[src/design/bps_pkg.sv]
// ----------------------------------------------------------------------------
// Board power sequencer package
// Shared pin positions, phase codes, register indexes and the result type.
// ----------------------------------------------------------------------------
package bps_pkg;

   // Positions of the driven lines in the pin vector
   localparam int PIN_VIN_OK    = 0;
   localparam int PIN_BUTTON    = 1;
   localparam int PIN_DISCHARGE = 2;
   localparam int PIN_EN5V      = 3;
   localparam int PIN_EN3V3     = 4;
   localparam int PIN_EN2V5     = 5;
   localparam int PIN_EN1V8     = 6;
   localparam int PIN_EN1V2     = 7;
   localparam int PIN_RESET_OUT = 8;
   localparam int PIN_RESET_IN  = 9;
   localparam int PIN_FORCE_REC = 10;
   localparam int PIN_COUNT     = 11;

   localparam int PHASE_BITS = 4;

   // Sequencing phases
   localparam logic [PHASE_BITS-1:0] PH_WAIT_VIN     = 4'd0;
   localparam logic [PHASE_BITS-1:0] PH_WAIT_CARRIER = 4'd1;
   localparam logic [PHASE_BITS-1:0] PH_START_5V     = 4'd2;
   localparam logic [PHASE_BITS-1:0] PH_OTHER_RAILS  = 4'd3;
   localparam logic [PHASE_BITS-1:0] PH_RESET_DELAY  = 4'd4;
   localparam logic [PHASE_BITS-1:0] PH_RESET_PULSE  = 4'd5;
   localparam logic [PHASE_BITS-1:0] PH_ON           = 4'd6;
   localparam logic [PHASE_BITS-1:0] PH_EMERGENCY    = 4'd7;
   localparam logic [PHASE_BITS-1:0] PH_POWERDOWN    = 4'd8;
   localparam logic [PHASE_BITS-1:0] PH_RECOVERY     = 4'd9;

   // Register indexes on the configuration port
   localparam int CSR_INDEX_BITS = 3;
   localparam logic [CSR_INDEX_BITS-1:0] CSR_VIN_GOOD       = 3'd0;
   localparam logic [CSR_INDEX_BITS-1:0] CSR_VIN_DELTA      = 3'd1;
   localparam logic [CSR_INDEX_BITS-1:0] CSR_RAIL_GOOD      = 3'd2;
   localparam logic [CSR_INDEX_BITS-1:0] CSR_RESET_DELAY    = 3'd3;
   localparam logic [CSR_INDEX_BITS-1:0] CSR_RESET_PULSE    = 3'd4;
   localparam logic [CSR_INDEX_BITS-1:0] CSR_RECOVERY_PULSE = 3'd5;
   localparam logic [CSR_INDEX_BITS-1:0] CSR_RECOVERY_HOLD  = 3'd6;

   // Register reset values
   localparam int RST_VIN_GOOD       = 903;
   localparam int RST_VIN_DELTA      = 6;
   localparam int RST_RAIL_GOOD      = 2048;
   localparam int RST_RESET_DELAY    = 100;
   localparam int RST_RESET_PULSE    = 200;
   localparam int RST_RECOVERY_PULSE = 800;
   localparam int RST_RECOVERY_HOLD  = 5000;

   // Pin levels after reset: reset, recovery and button lines high
   localparam logic [PIN_COUNT-1:0] PINS_RESET =
      (PIN_COUNT'(1) << PIN_RESET_OUT) | (PIN_COUNT'(1) << PIN_RESET_IN) |
      (PIN_COUNT'(1) << PIN_FORCE_REC) | (PIN_COUNT'(1) << PIN_BUTTON);

   localparam int RSP_BITS = 16;

   typedef struct packed {
      logic [PHASE_BITS-1:0] phase;
      logic [PIN_COUNT-1:0]  pins;
   } result_type;

endpackage

[src/design/bps_csr.sv]
// ----------------------------------------------------------------------------
// Board power sequencer configuration registers
// Thresholds and period counts, written one register per beat.
// ----------------------------------------------------------------------------
module bps_csr
   import bps_pkg::*;
#(
   parameter int ADC_BITS   = 12,
   parameter int TIMER_BITS = 16,
   parameter int CSR_BITS   = 16
) (
   input  logic                      clock,
   input  logic                      reset,
   input  logic                      wr_en,
   input  logic [CSR_INDEX_BITS-1:0] wr_index,
   input  logic [CSR_BITS-1:0]       wr_data,
   output logic [ADC_BITS-1:0]       vin_good_code,
   output logic [ADC_BITS-1:0]       vin_stable_delta,
   output logic [ADC_BITS-1:0]       rail_good_code,
   output logic [TIMER_BITS-1:0]     reset_delay_periods,
   output logic [TIMER_BITS-1:0]     reset_pulse_periods,
   output logic [TIMER_BITS-1:0]     recovery_pulse_periods,
   output logic [TIMER_BITS-1:0]     recovery_hold_periods
);

   logic [ADC_BITS-1:0]   vin_good_ff, vin_delta_ff, rail_good_ff;
   logic [TIMER_BITS-1:0] rst_delay_ff, rst_pulse_ff, rec_pulse_ff, rec_hold_ff;
   logic [ADC_BITS-1:0]   data_adc;
   logic [TIMER_BITS-1:0] data_timer;

   assign data_adc   = wr_data[ADC_BITS-1:0];
   assign data_timer = wr_data[TIMER_BITS-1:0];

   always_ff @(posedge clock) begin
      if (reset) begin
         vin_good_ff  <= ADC_BITS'(RST_VIN_GOOD);
         vin_delta_ff <= ADC_BITS'(RST_VIN_DELTA);
         rail_good_ff <= ADC_BITS'(RST_RAIL_GOOD);
         rst_delay_ff <= TIMER_BITS'(RST_RESET_DELAY);
         rst_pulse_ff <= TIMER_BITS'(RST_RESET_PULSE);
         rec_pulse_ff <= TIMER_BITS'(RST_RECOVERY_PULSE);
         rec_hold_ff  <= TIMER_BITS'(RST_RECOVERY_HOLD);
      end else if (wr_en) begin
         case (wr_index)
            CSR_VIN_GOOD:       vin_good_ff  <= data_adc;
            CSR_VIN_DELTA:      vin_delta_ff <= data_adc;
            CSR_RAIL_GOOD:      rail_good_ff <= data_adc;
            CSR_RESET_DELAY:    rst_delay_ff <= data_timer;
            CSR_RESET_PULSE:    rst_pulse_ff <= data_timer;
            CSR_RECOVERY_PULSE: rec_pulse_ff <= data_timer;
            CSR_RECOVERY_HOLD:  rec_hold_ff  <= data_timer;
            default: ;
         endcase
      end
   end

   assign vin_good_code          = vin_good_ff;
   assign vin_stable_delta       = vin_delta_ff;
   assign rail_good_code         = rail_good_ff;
   assign reset_delay_periods    = rst_delay_ff;
   assign reset_pulse_periods    = rst_pulse_ff;
   assign recovery_pulse_periods = rec_pulse_ff;
   assign recovery_hold_periods  = rec_hold_ff;

endmodule

[src/design/bps_core.sv]
// ----------------------------------------------------------------------------
// Board power sequencer core
// Sequencing state and the per-period update of phase, timers and pins.
// ----------------------------------------------------------------------------
module bps_core
   import bps_pkg::*;
#(
   parameter int ADC_BITS   = 12,
   parameter int TIMER_BITS = 16
) (
   input  logic                  clock,
   input  logic                  reset,
   input  logic                  step,
   input  logic [ADC_BITS-1:0]   vin_code,
   input  logic [ADC_BITS-1:0]   rail_1v8_code,
   input  logic                  carrier_power_on,
   input  logic                  power_good_5v,
   input  logic                  recovery_request,
   input  logic [ADC_BITS-1:0]   vin_good_code,
   input  logic [ADC_BITS-1:0]   vin_stable_delta,
   input  logic [ADC_BITS-1:0]   rail_good_code,
   input  logic [TIMER_BITS-1:0] reset_delay_periods,
   input  logic [TIMER_BITS-1:0] reset_pulse_periods,
   input  logic [TIMER_BITS-1:0] recovery_pulse_periods,
   input  logic [TIMER_BITS-1:0] recovery_hold_periods,
   output result_type            result
);

   logic [PHASE_BITS-1:0] phase_ff, phase_in;
   logic [ADC_BITS-1:0]   prev_vin_ff, prev_vin_in;
   logic [TIMER_BITS-1:0] phase_timer_ff, phase_timer_in;
   logic [TIMER_BITS-1:0] rec_timer_ff, rec_timer_in;
   logic                  rec_armed_ff, rec_armed_in;
   logic [PIN_COUNT-1:0]  pins_ff, pins_in;

   logic [PHASE_BITS-1:0] handled;
   logic [PHASE_BITS-1:0] seq_phase;
   logic [ADC_BITS-1:0]   vin_diff;
   logic                  counting;
   logic                  count_done;
   logic                  vin_low;

   assign counting = (phase_ff == PH_RESET_DELAY) || (phase_ff == PH_RESET_PULSE) ||
                     (phase_ff == PH_RECOVERY);
   assign count_done = (phase_timer_ff <= TIMER_BITS'(1));
   assign vin_low    = (vin_code < vin_good_code);
   assign vin_diff   = (vin_code >= prev_vin_ff) ? (vin_code - prev_vin_ff)
                                                 : (prev_vin_ff - vin_code);

   always_comb begin
      phase_in       = phase_ff;
      prev_vin_in    = prev_vin_ff;
      phase_timer_in = phase_timer_ff;
      rec_timer_in   = rec_timer_ff;
      rec_armed_in   = rec_armed_ff;
      pins_in        = pins_ff;
      handled        = phase_ff;
      seq_phase      = phase_ff;

      // The recovery hold runs down in every period, whatever the phase
      if (rec_armed_ff) begin
         if (rec_timer_ff <= TIMER_BITS'(1)) begin
            rec_timer_in           = '0;
            rec_armed_in           = 1'b0;
            pins_in[PIN_FORCE_REC] = 1'b1;
         end else begin
            rec_timer_in = rec_timer_ff - TIMER_BITS'(1);
         end
      end

      if (counting) begin
         // Counted phases ignore every input field of the beat.
         phase_timer_in = count_done ? '0 : phase_timer_ff - TIMER_BITS'(1);
         if (count_done) begin
            case (phase_ff)
               PH_RESET_DELAY: begin
                  pins_in[PIN_RESET_OUT] = 1'b0;
                  phase_timer_in         = reset_pulse_periods;
                  phase_in               = PH_RESET_PULSE;
               end
               PH_RESET_PULSE: begin
                  pins_in[PIN_RESET_OUT] = 1'b1;
                  phase_in               = PH_ON;
               end
               default: begin
                  pins_in[PIN_RESET_IN] = 1'b1;
                  phase_in              = PH_POWERDOWN;
                  rec_timer_in          = recovery_hold_periods;
                  rec_armed_in          = 1'b1;
               end
            endcase
         end
      end else begin
         if (recovery_request && (phase_ff == PH_ON)) begin
            seq_phase = PH_RECOVERY;
         end
         if (vin_low) begin
            seq_phase = PH_EMERGENCY;
         end
         pins_in[PIN_VIN_OK] = !vin_low;
         if ((seq_phase > PH_WAIT_CARRIER) && !carrier_power_on) begin
            seq_phase = PH_POWERDOWN;
         end
         handled  = seq_phase;
         phase_in = seq_phase;

         case (seq_phase)
            PH_WAIT_VIN: begin
               if (!vin_low && (vin_diff < vin_stable_delta)) begin
                  pins_in[PIN_BUTTON] = 1'b0;
                  phase_in            = PH_WAIT_CARRIER;
               end
            end
            PH_WAIT_CARRIER: begin
               if (carrier_power_on) begin
                  pins_in[PIN_BUTTON] = 1'b1;
                  phase_in            = PH_START_5V;
               end
            end
            PH_START_5V: begin
               pins_in[PIN_DISCHARGE] = 1'b0;
               pins_in[PIN_EN5V]      = 1'b1;
               if (power_good_5v) begin
                  phase_in = PH_OTHER_RAILS;
               end
            end
            PH_OTHER_RAILS: begin
               pins_in[PIN_EN3V3] = 1'b1;
               pins_in[PIN_EN2V5] = 1'b1;
               pins_in[PIN_EN1V8] = 1'b1;
               pins_in[PIN_EN1V2] = 1'b1;
               if (rail_1v8_code > rail_good_code) begin
                  phase_timer_in = reset_delay_periods;
                  phase_in       = PH_RESET_DELAY;
               end
            end
            PH_EMERGENCY, PH_POWERDOWN: begin
               // An emergency also drops vin_ok, which is already low here.
               pins_in[PIN_EN1V8]     = 1'b0;
               pins_in[PIN_EN5V]      = 1'b0;
               pins_in[PIN_EN3V3]     = 1'b0;
               pins_in[PIN_EN2V5]     = 1'b0;
               pins_in[PIN_EN1V2]     = 1'b0;
               pins_in[PIN_DISCHARGE] = 1'b1;
               phase_in               = PH_WAIT_CARRIER;
            end
            PH_RECOVERY: begin
               pins_in[PIN_FORCE_REC] = 1'b0;
               pins_in[PIN_RESET_IN]  = 1'b0;
               phase_timer_in         = recovery_pulse_periods;
               rec_armed_in           = 1'b0;
               rec_timer_in           = '0;
            end
            default: ;
         endcase
         prev_vin_in = vin_code;
      end
   end

   always_ff @(posedge clock) begin
      if (reset) begin
         phase_ff       <= PH_WAIT_VIN;
         prev_vin_ff    <= '0;
         phase_timer_ff <= '0;
         rec_timer_ff   <= '0;
         rec_armed_ff   <= 1'b0;
         pins_ff        <= PINS_RESET;
      end else if (step) begin
         phase_ff       <= phase_in;
         prev_vin_ff    <= prev_vin_in;
         phase_timer_ff <= phase_timer_in;
         rec_timer_ff   <= rec_timer_in;
         rec_armed_ff   <= rec_armed_in;
         pins_ff        <= pins_in;
      end
   end

   assign result.phase = handled;
   assign result.pins  = pins_in;

endmodule

[src/design/board_power_sequencer.sv]
// ----------------------------------------------------------------------------
// Board power sequencer
// One control period per request beat; one beat of pin levels per period.
// ----------------------------------------------------------------------------
//  channel  direction  handshake             payload
//  req      in         req_tvalid/tready     ADC codes and pin levels
//  rsp      out        rsp_tvalid/tready     driven line levels and phase
//  csr      in         csr_valid/ready       register index and value
//
// Each request beat is latched in an input register and handled by the
// single sequencer update, whose result lands in the output register.
// One beat per cycle is sustained while the output is not stalled. A
// stalled output holds the input register, which then drops req_tready.
// Synchronous reset restores the register defaults and the power-up
// phase; csr_ready is always high.
// ----------------------------------------------------------------------------
module board_power_sequencer
   import bps_pkg::*;
#(
   parameter int ADC_BITS   = 12,
   parameter int TIMER_BITS = 16,
   localparam int REQ_BITS  = ((2 * ADC_BITS + 3 + 7) / 8) * 8,
   localparam int CSR_BITS  = (ADC_BITS > TIMER_BITS) ? ADC_BITS : TIMER_BITS
) (
   input  logic                      clock,
   input  logic                      reset,
   input  logic                      req_tvalid,
   output logic                      req_tready,
   // vin_code, rail_1v8_code, carrier_power_on, power_good_5v,
   // recovery_request, zero padding
   input  logic [REQ_BITS-1:0]       req_tdata,
   output logic                      rsp_tvalid,
   input  logic                      rsp_tready,
   // vin_ok, power_button, rail_discharge, rail_5v_enable, rail_3v3_enable,
   // rail_2v5_enable, rail_1v8_enable, rail_1v2_enable, reset_out_line,
   // reset_in_line, force_recovery, phase[3:0], zero padding
   output logic [RSP_BITS-1:0]       rsp_tdata,
   input  logic                      csr_valid,
   output logic                      csr_ready,
   input  logic [CSR_INDEX_BITS-1:0] csr_index,
   input  logic [CSR_BITS-1:0]       csr_data
);

   localparam int RAIL_LSB = ADC_BITS;
   localparam int FLAG_LSB = 2 * ADC_BITS;

   logic                  s1_valid_ff, s1_valid_in;
   logic [ADC_BITS-1:0]   s1_vin_ff, s1_rail_ff;
   logic                  s1_carrier_ff, s1_pg5_ff, s1_req_ff;
   logic                  rsp_valid_ff, rsp_valid_in;
   result_type            rsp_data_ff;
   result_type            result;
   logic                  req_accept;
   logic                  out_free;
   logic                  step;

   logic [ADC_BITS-1:0]   vin_good_code, vin_stable_delta, rail_good_code;
   logic [TIMER_BITS-1:0] reset_delay_periods, reset_pulse_periods;
   logic [TIMER_BITS-1:0] recovery_pulse_periods, recovery_hold_periods;

   assign out_free   = !rsp_valid_ff || rsp_tready;
   assign step       = s1_valid_ff && out_free;
   assign req_tready = !s1_valid_ff || out_free;
   assign req_accept = req_tvalid && req_tready;
   assign csr_ready  = 1'b1;

   always_comb begin
      s1_valid_in = s1_valid_ff;
      if (req_accept) begin
         s1_valid_in = 1'b1;
      end else if (step) begin
         s1_valid_in = 1'b0;
      end
      rsp_valid_in = rsp_valid_ff;
      if (step) begin
         rsp_valid_in = 1'b1;
      end else if (rsp_tready) begin
         rsp_valid_in = 1'b0;
      end
   end

   always_ff @(posedge clock) begin
      if (reset) begin
         s1_valid_ff  <= 1'b0;
         rsp_valid_ff <= 1'b0;
      end else begin
         s1_valid_ff  <= s1_valid_in;
         rsp_valid_ff <= rsp_valid_in;
      end
   end

   always_ff @(posedge clock) begin
      if (req_accept) begin
         s1_vin_ff     <= req_tdata[ADC_BITS-1:0];
         s1_rail_ff    <= req_tdata[RAIL_LSB +: ADC_BITS];
         s1_carrier_ff <= req_tdata[FLAG_LSB];
         s1_pg5_ff     <= req_tdata[FLAG_LSB + 1];
         s1_req_ff     <= req_tdata[FLAG_LSB + 2];
      end
      if (step) begin
         rsp_data_ff <= result;
      end
   end

   bps_csr #(
      .ADC_BITS   (ADC_BITS),
      .TIMER_BITS (TIMER_BITS),
      .CSR_BITS   (CSR_BITS)
   ) u_csr (
      .clock                  (clock),
      .reset                  (reset),
      .wr_en                  (csr_valid && csr_ready),
      .wr_index               (csr_index),
      .wr_data                (csr_data),
      .vin_good_code          (vin_good_code),
      .vin_stable_delta       (vin_stable_delta),
      .rail_good_code         (rail_good_code),
      .reset_delay_periods    (reset_delay_periods),
      .reset_pulse_periods    (reset_pulse_periods),
      .recovery_pulse_periods (recovery_pulse_periods),
      .recovery_hold_periods  (recovery_hold_periods)
   );

   bps_core #(
      .ADC_BITS   (ADC_BITS),
      .TIMER_BITS (TIMER_BITS)
   ) u_core (
      .clock                  (clock),
      .reset                  (reset),
      .step                   (step),
      .vin_code               (s1_vin_ff),
      .rail_1v8_code          (s1_rail_ff),
      .carrier_power_on       (s1_carrier_ff),
      .power_good_5v          (s1_pg5_ff),
      .recovery_request       (s1_req_ff),
      .vin_good_code          (vin_good_code),
      .vin_stable_delta       (vin_stable_delta),
      .rail_good_code         (rail_good_code),
      .reset_delay_periods    (reset_delay_periods),
      .reset_pulse_periods    (reset_pulse_periods),
      .recovery_pulse_periods (recovery_pulse_periods),
      .recovery_hold_periods  (recovery_hold_periods),
      .result                 (result)
   );

   assign rsp_tvalid = rsp_valid_ff;
   assign rsp_tdata  = {{(RSP_BITS - $bits(result_type)){1'b0}}, rsp_data_ff};

   // A period waiting on a stalled output must stay in the input register.
   a_hold_pending: assert property (@(posedge clock) disable iff (reset)
      s1_valid_ff && !step |=> s1_valid_ff && $stable(s1_vin_ff))
      else $error("pending period lost while output stalled");

   // The 5 V rail is never enabled while the discharge path is on.
   a_no_discharge_on_rail: assert property (@(posedge clock) disable iff (reset)
      rsp_valid_ff |-> !(rsp_data_ff.pins[PIN_EN5V] && rsp_data_ff.pins[PIN_DISCHARGE]))
      else $error("5 V rail enabled with discharge active");

   // An emergency period reports a bad supply with every rail off.
   a_emergency_shutdown: assert property (@(posedge clock) disable iff (reset)
      rsp_valid_ff && (rsp_data_ff.phase == PH_EMERGENCY) |->
         !rsp_data_ff.pins[PIN_VIN_OK] && rsp_data_ff.pins[PIN_DISCHARGE] &&
         !rsp_data_ff.pins[PIN_EN3V3] && !rsp_data_ff.pins[PIN_EN1V8])
      else $error("emergency period left a rail enabled");

   // Once powered on, reset out has been released.
   a_on_reset_released: assert property (@(posedge clock) disable iff (reset)
      rsp_valid_ff && (rsp_data_ff.phase == PH_ON) |-> rsp_data_ff.pins[PIN_RESET_OUT])
      else $error("reset out still asserted in the on phase");

endmodule

[config.mk]
export PLATFORM = sky130hd
export DESIGN_NAME = board_power_sequencer
export DESIGN_NICKNAME = d
export VERILOG_FILES = /design/src/design/bps_pkg.sv /design/src/design/bps_csr.sv /design/src/design/bps_core.sv /design/src/design/board_power_sequencer.sv
export SDC_FILE = /design/constraint.sdc
export NUM_CORES = 1
export LEC_CHECK = 0
export BUFFER_PORTS_ARGS = -buffer_cell sky130_fd_sc_hd__clkbuf_2
export CORE_MARGIN = 3
export CORE_UTILIZATION = 61
export CTS_CLUSTER_DIAMETER = 80
export DETAILED_ROUTE_END_ITERATION = 10
export MAX_ROUTING_LAYER = met4
export PLACE_DENSITY = 0.82
export SLEW_MARGIN = 20
export SYNTH_ARGS = -nofsm -noshare
export SYNTH_HDL_FRONTEND = slang
export SYNTH_HIERARCHICAL = 1
export SYNTH_SLANG_ARGS = --single-unit
[constraint.sdc]
create_clock -name clock -period 4.9 [get_ports clock]
set_input_delay 0 -clock clock [delete_from_list [all_inputs] [get_ports clock]]
set_output_delay 0 -clock clock [all_outputs]
set_load 0.03 [all_outputs]
### After elaboration in Yosys (flattened, before gate mapping)

Cells that the tools add are included.

| cells by class | value |
|---|---|
| reduce and logical (&&, ||, !) cells | 30 |
| $add $sub $neg | 4 |
| equal/unequal tests | 18 |
| bitwise gates (word level) | 1 |
| magnitude comparators | 7 |
| muxes and demuxes | 52 |

Operators by type and width:

| kind | count |
|---|---|
| $mux 16 | 11 |
| $mux 4 | 12 |
| $le 16x1->1 const B | 2 |
| $pmux 16 s2 | 1 |
| $sub 16x1->16 const B | 2 |
| $lt 12x12->1 | 2 |
| $sub 12x12->12 | 2 |
| $pmux 4 s5 | 1 |
| $mux 1 | 18 |
| $reduce_and 2->1 | 9 |
| $eq 4x3->1 const B | 4 |
| $pmux 4 s2 | 2 |
| $eq 4x4->1 const B | 3 |
| $ge 12x12->1 | 1 |
| $gt 12x12->1 | 1 |
| $mux 12 | 1 |
| $eq 3x3->1 const B | 3 |
| $eq 4x2->1 const B | 2 |
| $mux 8 | 1 |
| $eq 3x2->1 const B | 2 |
| $logic_and 1x1->1 | 5 |
| $eq 4x1->1 const B | 1 |
| $gt 4x1->1 const B | 1 |
| $logic_not 1->1 | 4 |
| 14 further kinds | 21 |

| word-level totals | value |
|---|---|
| logic and storage cells | 134 |
| input port bits | 56 |
| register bits after elaboration | 204 |

### Longest topological paths before layout

Gate-level depths: netlist (run 1).

| logic depth | value |
|---|---|
| depth after elaboration | 13 |
| mapped depth | 21 |
| mapped depth without buffers | 20 |

### By module

The synthesis (run 1) kept the hierarchy.

By module, submodules not included:

| module | instances | cells an instance | area an instance (µm²) |
|---|---|---|---|
| bps_core | 1 | 821 | 5,844.4 |
| bps_csr | 1 | 366 | 3,943.8 |
| board_power_sequencer | 1 | 56 | 1,387.6 |

### Least setup slack after synthesis (run 1)

No wires, ideal clock.

| timing path | value |
|---|---|
| path kind | reg2reg |
| start point | register s1_vin_ff[0] |
| end point | register u_core.phase_ff[0] |
| required time | 4.780 ns |
| clock period less this slack | 4.132 ns |
| data arrival time | 4.012 ns |
| setup time | 0.120 ns |
| slack | 0.768 ns |
| cell stages (with the launch flop) | 20 |
| buffers on the path | 1 |
| path through | edfxtp_1 > inv_1 > ha_1 > inv_1 > fa_1 > a211oi_2 > o21ai_1 > a21oi_2 > o21ai_2 > buf_6 > mux2_1 > nand2_1 > o2111ai_1 > a211oi_2 > mux2i_1 > ha_1 > o2111a_1 > nor3_1 > or4_1 > o31a_1 |

| between the ends | value |
|---|---|
| cells in the longest elaborated chain, start to end | 11 |

RTL lines:

| what | line | RTL |
|---|---|---|
| from (decl) | board_power_sequencer.sv:48 | `logic [ADC_BITS-1:0] s1_vin_ff, s1_rail_ff;` |
| from (signal assigned) | board_power_sequencer.sv:94 | `s1_vin_ff <= req_tdata[ADC_BITS-1:0];` |
| $lt 12x12->1 | bps_core.sv:46 | `assign vin_low = (vin_code < vin_good_code);` |
| $mux 4 | bps_core.sv:97 | `if (vin_low) begin` |
| $mux 4 | bps_core.sv:71 | `if (counting) begin` |
| $gt 4x1->1 | bps_core.sv:101 | `if ((seq_phase > PH_WAIT_CARRIER) && !carrier_power_on) begin` |
| $logic_and 1x1->1 | bps_core.sv:101 |  |
| $mux 4 | bps_core.sv:101 |  |
| $mux 4 | bps_core.sv:71 |  |
| $eq 4x3->1 / $eq 4x4->1 (equally long branches) | bps_core.sv:107 | `case (seq_phase)` |
| $reduce_or 2->1 | bps_core.sv:107 |  |
| $pmux 4 s5 * | bps_core.sv:107 |  |
| $mux 4 * | bps_core.sv:71 |  |
| to (signal assigned) | bps_core.sv:169 | `phase_ff <= phase_in;` |
| to (decl) | bps_core.sv:29 | `logic [PHASE_BITS-1:0] phase_ff, phase_in;` |

Every way passes the cells marked *; elsewhere a longest branch is shown, timed or not. The select of a mux whose other input is x is not followed.
A chain may end at the register's enable or synchronous reset.

### Worst setup path after layout (run 1)

Same ends and word-level chain as after synthesis.

==> summary.txt, run 1 <==
vias in the first global route -> 9090
number of diodes added for antenna fixing -> 0
critical path class -> register to register
maximum vdd drop -> 0.299 mV
gate family responsible for the most delay along the worst path -> compound AO/OA/AOI/OAI gates
area share of the leading cell type in the synthesized netlist -> 29.0%
most instantiated library cell after synthesis -> sky130_fd_sc_hd__dfxtp_1
global-route usage over all layers -> 29.0%
Mapped Nets -> 1362
worst-path maximum fanout -> 11
crit path time final -> 4590 ps
count of vias placed by the detailed router -> 9401
EDFF count, synth -> 42
CP cell instances -> inv_1, ha_1, inv_1, fa_1, a211oi_2, o21ai_1, a21oi_2, o21ai_2, mux2_1, nor2_2, o2111ai_1, a211oi_2, mux2i_1, ha_1, o2111a_1, nor3_1, or4_1, o31a_1
Netlist cell types -> 82
fraction of layout cells with a size suffix above 1 -> 10.4%
setup repair after global routing missed its margin -> no
Slew @ Worst Pin -> 946 ps
depth of the worst hold-timing path -> 3
clock slew at the register clock pins of the worst setup and hold paths -> 60 ps
antenna-violating nets left -> 0
Detailed Place HPWL -> 18.2 mm
Sink Count -> 204
reported leakage power -> 5.58 nW
layout overhead on the synthesized area -> 13.9%
critical hold path startpoint -> csr_data[13]
Final Slew Violations -> 0
synthesized cell area -> 11200 sq um
FFs w/ async S/R, synth -> 0%
flop and latch count out of synthesis -> 204
Register-to-Register Path Depth -> 18
Cell Pwr Density -> 313 nW/um^2
detail-routed net length per standard cell -> 18.2 um
Slew headroom -> 37.0%
Critical Path Sink Type -> register
die span in y -> 141 um
clock insertion delay at the later pin of the skew report -> 500 ps
overflow left after global routing -> 0
Seq/Total Area, Yosys -> 40.3%
Die Area -> 20000 sq um
Port-buffer cells -> 67
CTS Root Cell -> sky130_fd_sc_hd__clkbuf_16
Warnings, synthesis -> 6
sum of negative setup slack -> 0 ps
wire length of the first global-routing pass -> 46.1 mm
final hold violation count -> 0
most area-consuming cells after synthesis -> sky130_fd_sc_hd__dfxtp_1, sky130_fd_sc_hd__edfxtp_1, sky130_fd_sc_hd__mux2i_1
Crit path required time -> 5290 ps
drt initial violations -> 929
cts bufs inserted -> 23
total number of H-tree levels -> 1
number of iterations in the first detailed-routing pass -> 5
number of remaining DRC errors -> 0
arrival time of data at the critical path endpoint -> 4980 ps
Tightest Hold Check Type -> primary input to register
share of the cycle needed by the critical path after routing -> 93.7%
RD Place Congestion -> 0.915
reg-to-reg slack, setup -> 310 ps
result of the run -> complete, no violations
number of antenna violations at the first check in global routing -> 0
initial cell density of the core -> 63.5%
row count -> 48
CP startpoint kind -> register
most instantiated cells after synthesis -> sky130_fd_sc_hd__dfxtp_1, sky130_fd_sc_hd__nor2_1, sky130_fd_sc_hd__nand2b_1
number of ports placed on the die boundary -> 75
Critical Path Max Stage Delay -> 560 ps
most used flip-flop cell after synthesis -> sky130_fd_sc_hd__dfxtp_1
Post-Synthesis Cells -> 1243
startpoint of the worst-slack reg-to-reg timing path -> s1_vin_ff[0]
maximum count of clock buffers along a single path -> 3
final cell count without fillers -> 1565
Final Setup Violations -> 0
buffers and inverters on the worst path -> 2
number of cells in the design after placement -> 1479
clock tree from TritonCTS -> yes
via density per instance -> 6.01
library cell contributing the largest single delay on the critical path -> sky130_fd_sc_hd__or4_1
skew final -> 10.1 ps
Peak Freq -> 218 MHz
destination of the worst hold path -> u_csr/reset_pulse_periods[13]
cell accounting for the most synthesized area -> sky130_fd_sc_hd__dfxtp_1
maximum number of pins on one net before global-route repair -> 94
endpoint of the worst-slack reg-to-reg timing path -> u_core/phase_ff[0]
total routed wirelength -> 28.5 mm
synthesized area divided by synthesized cell count -> 8.99 sq um
core outline area -> 17600 sq um
number of max-cap violations -> 0
number of nets in the layout -> 1443
floorplan die width -> 141 um
==> routing by layer <==
metal | track usage [%] | wire length, um | vias to the layer above
met5 | - | 0 | -
met4 | 7.50 | 684 | 0
met3 | 3.77 | 1860 | 61
met2 | 48.0 | 13700 | 352
met1 | 37.9 | 12200 | 4473
li1 | - | - | 4515
==> power breakdown <==
| part | total, mW | leakage (nW) | switching [mW] | internal, mW |
|---|---|---|---|---|
| clock | 1.61 | 0.336 | 0.676 | 0.936 |
| sequential | 1.81 | 1.71 | 0.0430 | 1.77 |
| combinational | 0.554 | 3.53 | 0.322 | 0.232 |
| total | 3.98 | 5.58 | 1.04 | 2.94 |
==> placed cells by master (no fill, tap or decap), types with 32 or more instances in the layout <==
cell type,netlist,layout
sky130_fd_sc_hd__edfxtp_1,42,42
sky130_fd_sc_hd__nand2_1,83,83
sky130_fd_sc_hd__nor2_1,147,146
sky130_fd_sc_hd__inv_1,76,76
sky130_fd_sc_hd__nand2b_1,105,105
sky130_fd_sc_hd__o21ai_0,32,32
sky130_fd_sc_hd__ha_1,61,61
sky130_fd_sc_hd__dfxtp_1,162,162
sky130_fd_sc_hd__mux2i_1,103,103
sky130_fd_sc_hd__a21oi_1,75,75
sky130_fd_sc_hd__dlygate4sd3_1,0,43
sky130_fd_sc_hd__clkbuf_2,0,66
==> sequential cells by signal (all words and copies together), names as in the netlist, 4 cells and up <==
| signal | flops |
|---|---|
| u_csr/recovery_hold_periods | 16 |
| u_csr/rail_good_code | 12 |
| s1_vin_ff | 12 |
| u_csr/vin_good_code | 12 |
| s1_rail_ff | 12 |
| u_core/phase_ff | 4 |
| u_core/pins_ff | 11 |
| u_csr/reset_delay_periods | 16 |
| u_csr/reset_pulse_periods | 16 |
| u_csr/vin_stable_delta | 12 |
| u_core/prev_vin_ff | 12 |
| rsp_tdata | 15 |
| u_csr/recovery_pulse_periods | 16 |
| u_core/rec_timer_ff | 16 |
| u_core/phase_timer_ff | 16 |
==> worst register-to-register path, delay by kind of cell, from the launching register on <==
kind | cells | cell delay [ps]
AND/OR/NAND/NOR | 3 | 780
buffers and inverters | 2 | 150
multiplexers | 2 | 490
adder cells (fa/ha/maj) | 3 | 890
flip-flops | 1 | 440
AO/OA/AOI/OAI | 8 | 1750
==> cells by family after synthesis <==
family | share of synthesized area (%)
AO/OA/AOI/OAI | 14.7
XOR/XNOR | 2.04
adder cells (fa/ha/maj) | 7.19
buffers and inverters | 5.33
flip-flops | 40.3
multiplexers | 9.43
other | 0.0672
AND/OR/NAND/NOR | 20.9
==> metrics by stage <==
step	utilization, %	power, mW	cell area, sq um	setup slack [ps]	hold slack (ps)
finish	72.4	3.98	12700	309	18.4
global route	72.4	4.13	12700	40.4	47.0
CTS	72.2	3.98	12700	275	4.40
detailed placement	65.8	2.36	11600	304	179
global placement	65.8	2.34	11600	342	177
floorplan	-	2.22	11200	768	62.4
==> cell type report <==
class	instances	area, sq um
clock inverters	4	27.5
flip-flops and latches	204	4500
well taps	225	282
fillers	1263	4860
repair buffers	124	877
multi-input cells	894	6080
clock buffers	37	669
inverters	77	289
==> worst max path at each step <==
stage                       startpoint            endpoint  slack (ps)  depth (start not counted)
after global placement    s1_vin_ff[0]  u_core/phase_ff[0]         340                         18
after global routing      s1_vin_ff[0]  u_core/phase_ff[0]          40                         18
after floorplan           s1_vin_ff[0]  u_core/phase_ff[0]         770                         19
after CTS                 s1_vin_ff[0]  u_core/phase_ff[0]         270                         18
final                     s1_vin_ff[0]  u_core/phase_ff[0]         310                         18
after detailed placement  s1_vin_ff[0]  u_core/phase_ff[0]         300                         18
==> what timing repair did <==
action	in CTS	in global routing
setup buffers	0	1
gates resized for setup	0	1
setup endpoints to repair	0	1
hold buffers	43	0
hold endpoints to repair	83	0
Power figures use the tool's default switching activity.
==> inputs of run 2 (changes only) <==
--- a/config.mk
+++ b/config.mk
@@ -12,6 +12,7 @@
 export DETAILED_ROUTE_END_ITERATION = 10
 export MAX_ROUTING_LAYER = met4
 export PLACE_DENSITY = 0.82
+export REMOVE_ABC_BUFFERS = 1
 export SLEW_MARGIN = 20
 export SYNTH_ARGS = -nofsm -noshare
 export SYNTH_HDL_FRONTEND = slang
==> summary.txt, run 2 (synthesized netlist as in run 1, its figures left out) <==
result of the run -> complete, no violations
final cell count without fillers -> 1567 (+0.13%)
maximum number of pins on one net before global-route repair -> 78 (-17%)
number of max-cap violations -> 0 (unchanged)
number of antenna violations at the first check in global routing -> 0 (unchanged)
clock slew at the register clock pins of the worst setup and hold paths -> 60 ps (about the same)
sum of negative setup slack -> 0 ps (unchanged)
crit path time final -> 4650 ps (+58.2 ps)
setup repair after global routing missed its margin -> no
sum of internal, switching and leakage power -> 4.05 mW (+1.7%)
count of vias placed by the detailed router -> 9382 (-0.20%)
filler instances -> 1300 (+2.9%)
maximum count of clock buffers along a single path -> 3 (unchanged)
row count -> 48 (unchanged)
Final Slew Violations -> 0 (unchanged)
clock insertion delay at the later pin of the skew report -> 520 ps (+20 ps)
most frequent cells in the layout -> sky130_fd_sc_hd__dfxtp_1, sky130_fd_sc_hd__nor2_1, sky130_fd_sc_hd__nand2b_1
post-route core utilization -> 72.8% (+0.47 points)
number of diodes added for antenna fixing -> 0 (unchanged)
Die Area -> 20000 sq um (unchanged)
layout overhead on the synthesized area -> 14.7%
Final Setup Violations -> 0 (unchanged)
buffers and inverters on the worst path -> 4 (+2)
initial cell density of the core -> 63.5% (unchanged)
floorplan die width -> 141 um (unchanged)
number of ports placed on the die boundary -> 75 (unchanged)
worst-path maximum fanout -> 4 (-7)
crit path capture -> u_core/phase_ff[0]
number of cells in the design after placement -> 1480 (+0.068%)
Detailed Place HPWL -> 17.8 mm (-2.3%)
library cell contributing the largest single delay on the critical path -> sky130_fd_sc_hd__or4_1
RD Place Congestion -> 0.977 (+6.7%)
Sequential cell area -> 4500 sq um (unchanged)
Critical Path Sink Type -> register
Slew headroom -> 41.1% (+4.2 points)
gate family responsible for the most delay along the worst path -> compound AO/OA/AOI/OAI gates
clock tree from TritonCTS -> yes
detail-routed net length per standard cell -> 17.5 um (-3.9%)
DP Area -> 11600 sq um (about the same)
Tightest Hold Check Type -> primary input to register
share of the cycle needed by the critical path after routing -> 94.9% (+1.2 points)
Sink Count -> 204 (unchanged)
final hold violation count -> 0 (unchanged)
cts bufs inserted -> 22 (-4.3%)
final design area excluding fillers -> 12800 sq um (+0.65%)
number of nets in the layout -> 1445 (+0.14%)
area taken by multi-input logic gates -> 6100 sq um (+0.23%)
number of iterations in the first detailed-routing pass -> 6 (+1)
overflow left after global routing -> 0 (unchanged)
startpoint of the worst-slack reg-to-reg timing path -> s1_vin_ff[0]
Critical Path Max Stage Delay -> 550 ps (about the same)
CP startpoint kind -> register
skew final -> 18.5 ps (+8.33 ps)
global-route usage over all layers -> 27.7% (-1.3 points)
critical path class -> register to register
core outline area -> 17600 sq um (unchanged)
via density per instance -> 5.99 (-0.33%)
drt initial violations -> 966 (+4.0%)
CTS Root Cell -> sky130_fd_sc_hd__clkbuf_16
reported leakage power -> 5.62 nW (+0.60%)
vias in the first global route -> 9004 (-0.95%)
total number of H-tree levels -> 1 (unchanged)
die span in y -> 141 um (unchanged)
final-layout worst hold slack -> 72.6 ps (+54.3 ps)
total routed wirelength -> 27.4 mm (-3.8%)
CP cell instances -> inv_1, ha_1, inv_1, fa_1, a211oi_2, o21ai_1, a21oi_2, buf_4, buf_4, o21ba_2, a211oi_1, nor2_2, o2111ai_2, a211oi_2, mux2i_1, ha_1, o2111a_1, nor3_1, or4_1, o31a_1
antenna-violating nets left -> 0 (unchanged)
Cell Pwr Density -> 316 nW/um^2 (+1.0%)
arrival time of data at the critical path endpoint -> 5050 ps (+70 ps)
most frequent standard cell in the layout excluding fill and tap cells -> sky130_fd_sc_hd__dfxtp_1
number of remaining DRC errors -> 0 (unchanged)
post-placement worst setup slack -> 257 ps (-46.6 ps)
fraction of layout cells with a size suffix above 1 -> 10.9% (+0.43 points)
reg-to-reg slack, setup -> 250 ps (-60 ps)
Port-buffer cells -> 67 (unchanged)
wire length of the first global-routing pass -> 44.4 mm (-3.8%)
Critical Path Source -> s1_vin_ff[0]
endpoint of the worst-slack reg-to-reg timing path -> u_core/phase_ff[0]
Crit path required time -> 5300 ps (about the same)
post-route worst setup slack -> 250 ps (-58.2 ps)
Peak Freq -> 215 MHz (-1.3%)
number of stages on the worst setup path -> 20 (+2)
Slew @ Worst Pin -> 881 ps (-64.6 ps)
maximum vdd drop -> 0.340 mV (+14%)
Register-to-Register Path Depth -> 20 (+2)
run 2: changes by cell type in the layout (fill, tap and decap cells not counted), sizes merged:
| cell | previous run | this run |
|---|---|---|
| buf | 15 | 17 |
| clkinv | 1 | 3 |
| inv | 79 | 77 |
| dlygate4sd3 | 43 | 44 |
| clkinvlp | 1 | 3 |
| clkbuf | 103 | 99 |
| bufinv | 0 | 1 |
run 2: final cells by class:
class	instances	area share, %
clock buffer	33	5.19
clock inverter	7	0.615
inverter	77	2.26
multi-input combinational	894	47.6
sequential	204	35.1
tap	225	2.20
timing repair buffer	127	7.01
run 2: layer usage:
metal | share of wire, % | GRT usage (%) | up-vias
li1 | - | - | 4530
met1 | 43 | 34.8 | 4398
met2 | 47 | 45.8 | 375
met3 | 6.3 | 4.18 | 79
met4 | 3.6 | 9.99 | 0
met5 | 0 | - | -
run 2: how the worst min path moves through the flow:
stage,start,end,slack [ps],depth (start not counted)
after floorplan,reset,s1_valid_ff,60,1
after global placement,req_tdata[14],s1_rail_ff[2],180,1
after detailed placement,req_tdata[10],s1_vin_ff[10],180,1
after CTS,csr_data[4],u_csr/reset_pulse_periods[4],50,3
after global routing,csr_data[4],u_csr/rail_good_code[4],70,3
final,reset,u_csr/reset_delay_periods[6],70,3
run 2: worst reg2reg max path: cells and delay by family (launching register included):
kind / cells / cell delay (ps)
adders and majority gates: 3 / 900
buffers and inverters: 4 / 410
muxes: 1 / 120
DFF: 1 / 420
AOI/OAI and AO/OA: 9 / 1850
and+or+nand+nor: 3 / 820
run 2: what timing repair did:
action,4_1_cts,5_1_grt
setup buffers,0,3
gates resized for setup,0,3
hold buffers,44,0
endpoints found under the setup margin,0,1
endpoints found under the hold margin,94,0
run 2: power breakdown:
| group | switching (mW) | total [mW] | internal (mW) |
|---|---|---|---|
| clock network | 0.680 | 1.68 | 1.00 |
| logic | 0.320 | 0.555 | 0.235 |
| registers | 0.0415 | 1.81 | 1.77 |
| total | 1.04 | 4.05 | 3.01 |
==> inputs of run 3 (changes only) <==
--- a/config.mk
+++ b/config.mk
@@ -6,8 +6,11 @@
 export NUM_CORES = 1
 export LEC_CHECK = 0
 export BUFFER_PORTS_ARGS = -buffer_cell sky130_fd_sc_hd__clkbuf_2
+export CAP_MARGIN = 20
+export CELL_PAD_IN_SITES_DETAIL_PLACEMENT = 1
+export CELL_PAD_IN_SITES_GLOBAL_PLACEMENT = 2
 export CORE_MARGIN = 3
-export CORE_UTILIZATION = 61
+export CORE_UTILIZATION = 38
 export CTS_CLUSTER_DIAMETER = 80
 export DETAILED_ROUTE_END_ITERATION = 10
 export MAX_ROUTING_LAYER = met4
==> summary.txt, run 3 (synthesized netlist as in run 1, its figures left out) <==
layout overhead on the synthesized area -> 17.9%
arrival time of data at the critical path endpoint -> 5060 ps (about the same)
Slew @ Worst Pin -> 981 ps (+99.6 ps)
library cell contributing the largest single delay on the critical path -> sky130_fd_sc_hd__or4_1
die span in y -> 177 um (+26%)
DP Area -> 11800 sq um (+2.1%)
number of nets in the layout -> 1454 (+0.62%)
sum of negative setup slack -> 0 ps (unchanged)
initial cell density of the core -> 38.7% (-25 points)
reported leakage power -> 5.72 nW (+1.8%)
net switching power -> 1.11 mW (+6.3%)
total routed wirelength -> 31.0 mm (+13%)
Register-to-Register Path Depth -> 18 (-10%)
Slew headroom -> 34.5% (-6.7 points)
Critical Path Sink Type -> register
worst-path maximum fanout -> 11 (+7)
number of ports placed on the die boundary -> 75 (unchanged)
Critical Path Max Stage Delay -> 540 ps (about the same)
Net Sw Frac -> 26.0% (+0.26 points)
CP startpoint kind -> register
row count -> 62 (+29%)
Tightest Hold Check Type -> primary input to register
Sequential cell area -> 4500 sq um (unchanged)
Cell Pwr Density -> 323 nW/um^2 (+2.3%)
via density per instance -> 5.25 (-12%)
Final Slew Violations -> 0 (unchanged)
Final Setup Violations -> 0 (unchanged)
Peak Freq -> 215 MHz (about the same)
setup repair after global routing missed its margin -> no
fraction of power consumed by sequential logic -> 42.6% (-2.2 points)
overflow left after global routing -> 0 (unchanged)
antenna-violating nets left -> 0 (unchanged)
most frequent standard cell in the layout excluding fill and tap cells -> sky130_fd_sc_hd__dfxtp_1
maximum count of clock buffers along a single path -> 3 (unchanged)
number of iterations in the first detailed-routing pass -> 4 (-2)
core outline area -> 28900 sq um (+64%)
number of max-cap violations -> 0 (unchanged)
count of vias placed by the detailed router -> 9122 (-2.8%)
depth of the worst hold-timing path -> 3 (unchanged)
Detailed Place HPWL -> 20.9 mm (+18%)
CP cell instances -> inv_1, ha_1, inv_1, fa_1, a211oi_2, o21ai_1, a21oi_2, o21ai_4, mux2_1, nor2_1, o2111ai_1, a211oi_2, mux2i_1, ha_1, o2111a_1, nor3_1, or4_1, o31a_1
Crit path required time -> 5310 ps (about the same)
area taken by multi-input logic gates -> 6100 sq um (unchanged)
skew final -> 9.44 ps (-9.02 ps)
clock tree from TritonCTS -> yes
vias in the first global route -> 9668 (+7.4%)
clock slew at the register clock pins of the worst setup and hold paths -> 60 ps (about the same)
combinational power share -> 13.3% (-0.4 points)
maximum number of pins on one net before global-route repair -> 85 (+9.0%)
gate family responsible for the most delay along the worst path -> compound AO/OA/AOI/OAI gates
CTS Root Cell -> sky130_fd_sc_hd__clkbuf_16
detail-routed net length per standard cell -> 17.8 um (+1.7%)
most frequent cells in the layout -> sky130_fd_sc_hd__dfxtp_1, sky130_fd_sc_hd__nor2_1, sky130_fd_sc_hd__nand2b_1
buffers and inverters on the worst path -> 2 (-2)
result of the run -> complete, no violations
number of diodes added for antenna fixing -> 0 (unchanged)
total number of H-tree levels -> 1 (unchanged)
number of antenna violations at the first check in global routing -> 0 (unchanged)
maximum vdd drop -> 0.232 mV (-32%)
wire length of the first global-routing pass -> 51.1 mm (+15%)
reg-to-reg slack, setup -> 250 ps (about the same)
Port-buffer cells -> 67 (unchanged)
final hold violation count -> 0 (unchanged)
share of the cycle needed by the critical path after routing -> 94.9% (about the same)
floorplan die width -> 177 um (+26%)
internal power of the cells -> 3.15 mW (+4.8%)
number of remaining DRC errors -> 0 (unchanged)
clock insertion delay at the later pin of the skew report -> 530 ps (about the same)
crit path time final -> 4650 ps (+1.80 ps)
fraction of layout cells with a size suffix above 1 -> 11.4% (+0.57 points)
Sink Count -> 204 (unchanged)
global-route usage over all layers -> 20.5% (-7.2 points)
final design area excluding fillers -> 13200 sq um (+2.8%)
filler instances -> 3329 (+160%)
cts bufs inserted -> 25 (+14%)
RD Place Congestion -> 0.821 (-16%)
drt initial violations -> 423 (-56%)
critical path class -> register to register
Die Area -> 31500 sq um (+58%)
number of stages on the worst setup path -> 18 (-10%)
Clock power frac -> 44.1% (+2.6 points)
## run 3: changes by cell type in the layout (fill, tap and decap cells not counted), moves of 2 or more
| cell | delta |
|---|---|
| sky130_fd_sc_hd__clkinv_2 | +6 |
| sky130_fd_sc_hd__clkbuf_8 | +5 |
| sky130_fd_sc_hd__dlygate4sd3_1 | +5 |
| sky130_fd_sc_hd__clkbuf_1 | -4 |
| sky130_fd_sc_hd__clkinvlp_4 | -3 |
| sky130_fd_sc_hd__clkbuf_16 | +2 |
## run 3: repair_timing
item	in CTS	in global routing
endpoints found under the hold margin	92	0
resized for setup	0	1
endpoints found under the setup margin	0	1
hold buffers	49	0
buffers inserted	0	0
## run 3: area by class of cell
cell class | instances | share of cell area, %
Clock buffer | 36 | 5.84
Clock inverter | 10 | 0.598
Inverter | 77 | 2.19
Multi-Input combinational cell | 894 | 46.3
Sequential cell | 204 | 34.2
Tap cell | 384 | 3.65
Timing Repair Buffer | 133 | 7.25
## run 3: path summary, 6_finish.rpt
check	startpoint	end
setup / recovery	s1_vin_ff[0]	u_core/phase_ff[0]
hold reg to reg	u_core/pins_ff[3]	u_core/pins_ff[3]
setup reg to reg	s1_vin_ff[0]	u_core/phase_ff[0]
hold / removal	csr_index[0]	u_csr/vin_stable_delta[5]
## run 3: power groups by stage
stage               Sequential, mW  Combinational, mW  Clock (mW)
detailed placement            1.85              0.534           0
floorplan                     1.85              0.346           0
finish                        1.81              0.565        1.88
global route                  1.82              0.636        2.00
CTS                           1.81              0.568        1.93
global placement              1.85              0.519           0
## run 3: worst min-delay path, stage by stage
cell                       delay [ps]
sky130_fd_sc_hd__clkbuf_2         170
sky130_fd_sc_hd__nor4bb_4         220
sky130_fd_sc_hd__mux2i_1          120
## run 3: stage by stage
stage                     hold slack (ps)  power [mW]  utilization [%]  setup slack [ps]  instances
final                                41.5        4.26             45.7               249       1738
after global routing                 45.6        4.46             45.7              9.93       1738
after CTS                            14.6        4.31             45.6               204       1738
after detailed placement              179        2.38             41.0               264       1643
after global placement                177        2.37             41.0               354       1643
after floorplan                      62.4        2.19                -               692       1175
## run 3: metal layers
metal | track usage (%) | wire [um] | up-vias
li1 | - | - | 4532
met1 | 27.4 | 15100 | 4421
met2 | 34.2 | 14600 | 123
met3 | 2.05 | 767 | 46
met4 | 3.76 | 546 | 0
met5 | - | 0 | -
